$ cat src/rtl/blink_detector_unit_assert.svh
// assertion helpers shared by the blink detector modules
// each macro expects clk and rst_n in scope
`ifndef BLINK_DETECTOR_UNIT_ASSERT_SVH
`define BLINK_DETECTOR_UNIT_ASSERT_SVH

// condition holds at every edge out of reset
`define BDU_ASSERT_ALWAYS(label, cond, msg) \
  label: assert property (@(posedge clk) disable iff (!rst_n) (cond)) else $error(msg);

// same-cycle implication
`define BDU_ASSERT_IMPLIES(label, ante, cons, msg) \
  label: assert property (@(posedge clk) disable iff (!rst_n) (ante) |-> (cons)) \
    else $error(msg);

// next-cycle implication
`define BDU_ASSERT_NEXT(label, ante, cons, msg) \
  label: assert property (@(posedge clk) disable iff (!rst_n) (ante) |=> (cons)) \
    else $error(msg);

`endif

$ cat src/rtl/blkdet_pkg.sv
`default_nettype none

package blkdet_pkg;

  // configuration register widths
  localparam int PERIOD_BITS   = 32;
  localparam int FRAC_BITS     = 8;
  localparam int LOOKBACK_BITS = 16;

  // configuration port
  localparam int CFG_IDX_BITS  = 2;
  localparam int CFG_DATA_BITS = 32;

  typedef logic [CFG_IDX_BITS-1:0] cfg_idx_t;

  localparam cfg_idx_t CFG_PERIOD    = 2'd0;
  localparam cfg_idx_t CFG_TOL_FRAC  = 2'd1;
  localparam cfg_idx_t CFG_LOOKBACK  = 2'd2;

  // register reset values
  localparam logic [PERIOD_BITS-1:0]   PERIOD_RST   = 32'd1000;
  localparam logic [FRAC_BITS-1:0]     TOL_FRAC_RST = 8'd25;
  localparam logic [LOOKBACK_BITS-1:0] LOOKBACK_RST = 16'd4;

  // tolerance is a fraction in 255ths
  localparam int                 TOL_DIV_BITS = 9;
  localparam logic [TOL_DIV_BITS-1:0] TOL_DIV  = 9'd255;

endpackage

`default_nettype wire

$ cat src/rtl/blkdet_if.sv
`default_nettype none

// sample request channel
interface blkdet_in_if #(
  parameter int TIME_BITS = 32
);
  logic                 valid;
  logic                 ready;
  logic                 level;
  logic [TIME_BITS-1:0] time_ms;

  modport source (output valid, level, time_ms, input ready);
  modport sink   (input valid, level, time_ms, output ready);
endinterface

// result channel
interface blkdet_out_if;
  logic valid;
  logic ready;
  logic blinking;

  modport source (output valid, blinking, input ready);
  modport sink   (input valid, blinking, output ready);
endinterface


`default_nettype wire

$ cat src/rtl/blkdet_core.sv
`default_nettype none

module blkdet_core
  import blkdet_pkg::*;
#(
  parameter int TIME_BITS  = 32,
  parameter int COUNT_BITS = 16
) (
  input  wire logic                 clk,
  input  wire logic                 rst_n,
  blkdet_in_if.sink                 in_if,
  blkdet_out_if.source              out_if,
  input  wire logic [TIME_BITS-1:0]     lo,
  input  wire logic [TIME_BITS-1:0]     hi,
  input  wire logic [LOOKBACK_BITS-1:0] lookback,
  input  wire logic                     bounds_ok
);

  `include "blink_detector_unit_assert.svh"

  localparam int CMP_BITS = COUNT_BITS + LOOKBACK_BITS;

  // input register
  logic                 s1_valid_r;
  logic                 s1_level_r;
  logic [TIME_BITS-1:0] s1_time_r;

  // detector state
  logic                  first_r, first_nxt;
  logic                  edge_seen_r, edge_seen_nxt;
  logic [COUNT_BITS-1:0] cnt_r, cnt_nxt;
  logic [TIME_BITS-1:0]  last_edge_r, last_edge_nxt;
  logic                  last_level_r, last_level_nxt;
  logic                  flag_r, flag_nxt;

  // result register
  logic out_valid_r, out_valid_nxt;
  logic out_blink_r;

  logic                  advance;
  logic                  in_acc;
  logic [TIME_BITS-1:0]  dur;
  logic                  in_win;
  logic                  late;
  logic [COUNT_BITS-1:0] cnt_inc;

  assign advance     = s1_valid_r && (!out_valid_r || out_if.ready);
  assign in_if.ready = bounds_ok && (!s1_valid_r || advance);
  assign in_acc      = in_if.valid && in_if.ready;

  // wrapping edge-to-edge time
  assign dur     = s1_time_r - last_edge_r;
  assign in_win  = (dur >= lo) && (dur <= hi);
  assign late    = (dur > hi);
  assign cnt_inc = (&cnt_r) ? cnt_r : cnt_r + 1'b1;

  always_comb begin
    first_nxt      = first_r;
    edge_seen_nxt  = edge_seen_r;
    cnt_nxt        = cnt_r;
    last_edge_nxt  = last_edge_r;
    last_level_nxt = last_level_r;
    flag_nxt       = flag_r;
    priority if (first_r) begin
      last_level_nxt = s1_level_r;
      first_nxt      = 1'b0;
    end else if (s1_level_r != last_level_r) begin
      if (edge_seen_r) begin
        if (in_win) begin
          cnt_nxt = cnt_inc;
          if (CMP_BITS'(cnt_inc) >= CMP_BITS'(lookback)) begin
            flag_nxt = 1'b1;
          end
        end else begin
          cnt_nxt  = '0;
          flag_nxt = 1'b0;
        end
      end
      last_edge_nxt  = s1_time_r;
      edge_seen_nxt  = 1'b1;
      last_level_nxt = s1_level_r;
    end else if (edge_seen_r && late) begin
      // edge went stale
      cnt_nxt       = '0;
      flag_nxt      = 1'b0;
      edge_seen_nxt = 1'b0;
    end else begin
      flag_nxt = flag_r;
    end
  end

  always_comb begin
    out_valid_nxt = out_valid_r;
    if (advance) begin
      out_valid_nxt = 1'b1;
    end else if (out_if.ready) begin
      out_valid_nxt = 1'b0;
    end
  end

  always_ff @(posedge clk) begin
    if (!rst_n) begin
      s1_valid_r   <= 1'b0;
      out_valid_r  <= 1'b0;
      first_r      <= 1'b1;
      edge_seen_r  <= 1'b0;
      cnt_r        <= '0;
      last_edge_r  <= '0;
      last_level_r <= 1'b0;
      flag_r       <= 1'b0;
    end else begin
      out_valid_r <= out_valid_nxt;
      if (in_acc) begin
        s1_valid_r <= 1'b1;
      end else if (advance) begin
        s1_valid_r <= 1'b0;
      end
      if (advance) begin
        first_r      <= first_nxt;
        edge_seen_r  <= edge_seen_nxt;
        cnt_r        <= cnt_nxt;
        last_edge_r  <= last_edge_nxt;
        last_level_r <= last_level_nxt;
        flag_r       <= flag_nxt;
      end
    end
  end

  always_ff @(posedge clk) begin
    if (in_acc) begin
      s1_level_r <= in_if.level;
      s1_time_r  <= in_if.time_ms;
    end
    if (advance) begin
      out_blink_r <= flag_nxt;
    end
  end

  assign out_if.valid    = out_valid_r;
  assign out_if.blinking = out_blink_r;

  `BDU_ASSERT_IMPLIES(a_flag_needs_edge, flag_r, edge_seen_r, "blinking without an edge")
  `BDU_ASSERT_IMPLIES(a_first_no_edge, first_r, !edge_seen_r, "edge before first sample")
  `BDU_ASSERT_NEXT(a_result_loaded, advance, out_valid_r, "processed sample lost")

endmodule

`default_nettype wire

$ cat src/flat_wrapper.sv
// flat-port wrapper written by rule: the top's interface ports become plain ports
module blkdet_core_flat import blkdet_pkg::*;
#(
  parameter int TIME_BITS  = 32,
  parameter int COUNT_BITS = 16
)
  (clk, rst_n, lo, hi, lookback, bounds_ok, in_if_valid, in_if_level, in_if_time_ms, in_if_ready, out_if_valid, out_if_blinking, out_if_ready);
  blkdet_in_if #(.TIME_BITS(TIME_BITS)) in_if_i ();
  blkdet_out_if out_if_i ();
  input  wire logic clk;
  input  wire logic rst_n;
  input  wire logic [TIME_BITS-1:0] lo;
  input  wire logic [TIME_BITS-1:0] hi;
  input  wire logic [LOOKBACK_BITS-1:0] lookback;
  input  wire logic bounds_ok;
  input wire logic [$bits(in_if_i.valid)-1:0] in_if_valid;
  input wire logic [$bits(in_if_i.level)-1:0] in_if_level;
  input wire logic [$bits(in_if_i.time_ms)-1:0] in_if_time_ms;
  output wire logic [$bits(in_if_i.ready)-1:0] in_if_ready;
  output wire logic [$bits(out_if_i.valid)-1:0] out_if_valid;
  output wire logic [$bits(out_if_i.blinking)-1:0] out_if_blinking;
  input wire logic [$bits(out_if_i.ready)-1:0] out_if_ready;
  assign in_if_i.valid = in_if_valid;
  assign in_if_i.level = in_if_level;
  assign in_if_i.time_ms = in_if_time_ms;
  assign in_if_ready = in_if_i.ready;
  assign out_if_valid = out_if_i.valid;
  assign out_if_blinking = out_if_i.blinking;
  assign out_if_i.ready = out_if_ready;
  blkdet_core #(.TIME_BITS(TIME_BITS), .COUNT_BITS(COUNT_BITS)) u_core (.clk(clk), .rst_n(rst_n), .in_if(in_if_i), .out_if(out_if_i), .lo(lo), .hi(hi), .lookback(lookback), .bounds_ok(bounds_ok));
endmodule
$ cat config.mk
export PLATFORM = sky130hd
export DESIGN_NAME = blkdet_core_flat
export DESIGN_NICKNAME = d
export VERILOG_FILES = /design/src/rtl/blkdet_pkg.sv /design/src/rtl/blkdet_if.sv /design/src/rtl/blkdet_core.sv /design/src/flat_wrapper.sv
export VERILOG_INCLUDE_DIRS = /design/src /design/src/rtl
export SDC_FILE = /design/constraint.sdc
export NUM_CORES = 1
export LEC_CHECK = 0
export ABC_AREA = 1
export BUFFER_PORTS_ARGS = -buffer_cell sky130_fd_sc_hd__buf_2
export CAP_MARGIN = 15
export CORE_UTILIZATION = 60
export CTS_CLUSTER_SIZE = 24
export DETAILED_ROUTE_END_ITERATION = 8
export PLACE_DENSITY = 0.9
export SLEW_MARGIN = 20
export SYNTH_ARGS = -nofsm -noshare
export SYNTH_HDL_FRONTEND = slang
export SYNTH_SLANG_ARGS = --single-unit
$ cat constraint.sdc
create_clock -name clk -period 5.02 [get_ports clk]
set_input_delay 1.004 -clock clk [delete_from_list [all_inputs] [get_ports clk]]
set_output_delay 1.004 -clock clk [all_outputs]
set_load 0.01 [all_outputs]
==> results.md <==
* Die W at 114 um
* Hold worst-path end: u_core.last_edge_r[5]
* Grt ovf at 0
* Sequential share of the synthesized area at 28.0%
* Met2 Resource Use GR at 46.8%
* Drc violations at 0
* Antenna diodes at 0
* Number of global-route vias before repair at 6,571
* CTS Buf Count at 9
* IO buf count at 120
* Switching share of power at 29.9%
* Final Hold Fails at 0
* Post-CTS Resized at 0
* Fin Clk Skew at 5.63 ps
* CTS sink count at 88
* Synth Warn # at 0
* Final critical-path required period at 4070 ps
* Setup TNS Final at 0 ps
* Crit-path max FO at 13
* Sequential share of power at 42.5%
* Worst hold margin at 459 ps
* Startpoint types: flip-flop
* Sequential cell area at 0.00210 mm^2
* Worst Path Arrival at 4350 ps
* Fin cells at 1,352
* Status: finished clean
* Mapped Area at 0.00750 mm^2
* Layer with the highest usage: met2
* Synth Net Count at 1,295
* Antenna violations before repair at 0
* R2R Path Start: u_core.s1_time_r[0]
* Multi-input logic area at 0.00452 mm^2
* Largest net degree at the start of global routing at 63
* Final setup viols at 0
* Met1 usage at 34.0%
* Crit Path Category: reg -> reg
* DRT Pass-1 Iters at 5
* Clock share of power at 33.9%
* Hold WC Path Type: reg -> reg
* Synth unique cells at 38
* Critical-path top delay cell: fa_1
* Routed wire length at 16.8 mm
* Worst hold start: u_core.last_edge_r[5]
* Pwr/cell area at 213 mW/mm^2
* Maximum vdd drop at 0.187 mV
* Routed vias at 7,029
* CTS tree: done
* Worst-Margin Slew at 862 ps
* Internal power at 1.27 mW
* Die Span Y at 114 um
* Leakage at 4.28 nW
* Unrepaired setup endpoints after global routing: no
* P&R area growth vs syn at 13.4%
* Fillers at 1,031
* Mean Syn Cell Area at 7.05 um^2
* GPL Wtd Cong at 0.912
* Clock Latency Late Sink at 340 ps
* Comb power frac at 23.6%
* Dpl hpwl at 13.6 mm
* Setup Fix Bufs, Post-CTS at 0
* Root Buffer: clkbuf_16
* Nets at 1,410
* Clk slew on worst S/H paths at 60 ps
* Core area at 0.0121 mm^2
* Global-route wire length before repair at 28.1 mm
* Cell count after synthesis at 1,064
* Hold-fix buffers, CTS at 0
* Met3 Track Usage GR at 3.19%
* WHS Path Cells at 2
* Worst R2R Setup Slack at 950 ps
* Placed Cells at 1,336
* Max Clk Rate at 246 MHz
* Maxcap violations at 0
* Die area at 0.0129 mm^2
* CP endpoint kind: flip-flop
* CP required at 5300 ps
* H-tree levels at 3
* Top cell by count, worst path: nand2_1
* Worst setup margin at 954 ps
* Layout cells sized above 1 at 13.5%
* Rows at 40
* WL/cell at 12.4 um
* DR iter-0 viols at 454
* Critical path launch point: u_core.s1_time_r[0]
* Worst Reg-to-Reg Cells at 25
* Starting density of the core at 61.9%
* Relative slew slack at 42.4%
* Biggest regs: u_core.last_edge_r (32), u_core.s1_time_r (32), u_core.cnt_r (16)
* Crit path largest cell delay at 400 ps
* Max-slew violation total from the final report at 0
* Final Util at 70.2%
* FF-to-FF End: u_core.flag_r
* CTS max path bufs at 2
* GRT Total Usage at 26.8%
* Placement Setup Slack at 987 ps
* Num ports at 121
* Switching pwr at 542 uW
* Post-route ant nets at 0
* Yosys reg bits at 88
* Fin crit share at 81.0%
* Via/cell ratio at 5.20
==> power by group through the flow <==
stage	combinational, mW	sequential, mW	clock (mW)
2_1_floorplan	0.299	0.782	0
3_3_place_gp	0.406	0.784	0
3_5_place_dp	0.422	0.784	0
4_1_cts	0.425	0.769	0.623
5_1_grt	0.492	0.770	0.650
6_report	0.427	0.769	0.614
==> kinds of logic (layout without fill, tap and decap cells) <==
logic type / Yosys count / in the layout / synth area share, %
flops: 88 / 88 / 28.0
compound gates: 212 / 212 / 15.1
fa+ha+maj: 113 / 113 / 19.0
xor+xnor: 36 / 36 / 4.31
buf+inv: 226 / 346 / 11.7
simple gates: 389 / 389 / 21.9
==> area by class of cell <==
cell class,count,share of cell area (%)
timing repair buffer,121,7.15
clock buffer,10,2.69
clock inverter,6,0.530
inverter,209,9.23
multi-input combinational,750,53.2
tap,168,2.47
sequential,88,24.7
==> Yosys cell counts (all sizes together) <==
master | n | area, um^2
a31oi | 3 | 18.8
inv | 209 | 785
a21o | 4 | 30.0
o21ai | 82 | 418
o21a | 3 | 22.5
edfxtp | 34 | 1020
nor4 | 4 | 25.0
xnor2 | 7 | 68.8
buf | 5 | 43.8
a21boi | 4 | 37.5
xor2 | 29 | 254
a21oi | 108 | 541
ha | 112 | 1400
o211ai | 1 | 7.51
nor2 | 99 | 399
o21bai | 3 | 22.5
clkbuf | 12 | 48.8
dfxtp | 54 | 1080
nand4 | 17 | 106
fa | 1 | 20.0
nand2 | 222 | 856
nand3 | 27 | 145
a221oi | 1 | 8.76
a31o | 3 | 26.3
nor3 | 20 | 110
==> critical path: cells and delay by family, from the launching register on <==
family	cells	cell delay, ps
AO/OA/AOI/OAI	3	590
XOR/XNOR	1	120
adder cells (fa/ha/maj)	3	820
buffers and inverters	4	280
flip-flops	1	350
AND/OR/NAND/NOR	14	1870
==> layout by cell type (no fill, tap or decap), drive strengths merged <==
cell,Yosys,layout
nor2,99,99
o21a,3,3
clkinv,0,3
clkinvlp,0,2
nor4,4,4
xor2,29,29
o21bai,3,3
nand3,27,27
inv,209,210
o21ai,82,82
nand4,17,17
nor3,20,20
nand2,222,222
a221oi,1,1
clkbuf,12,10
a21o,4,4
a31oi,3,3
fa,1,1
a21oi,108,108
a21boi,4,4
a31o,3,3
buf,5,121
dfxtp,54,54
o211ai,1,1
edfxtp,34,34
xnor2,7,7
ha,112,112
==> through the flow <==
step	area [um^2]	power [mW]
2_1_floorplan	7500	1.08
3_3_place_gp	8230	1.19
3_5_place_dp	8230	1.21
4_1_cts	8500	1.82
5_1_grt	8500	1.91
6_report	8500	1.81
==> layer usage <==
layer | wire, um | share of wire [%] | vias up
li1 | - | - | 3679
met1 | 7780 | 46 | 3115
met2 | 7830 | 47 | 208
met3 | 831 | 4.9 | 27
met4 | 367 | 2.2 | 0
met5 | 0 | 0 | -
==> worst max-delay path by stage <==
| stage | endpoint | slack, ps |
|---|---|---|
| floorplan | u_core.cnt_r[3] | 1620 |
| global placement | u_core.cnt_r[9] | 1140 |
| detailed placement | u_core.cnt_r[13] | 990 |
| CTS | u_core.cnt_r[14] | 1000 |
| global route | u_core.flag_r | 580 |
| finish | u_core.flag_r | 950 |
Power figures use the tool's default switching activity.
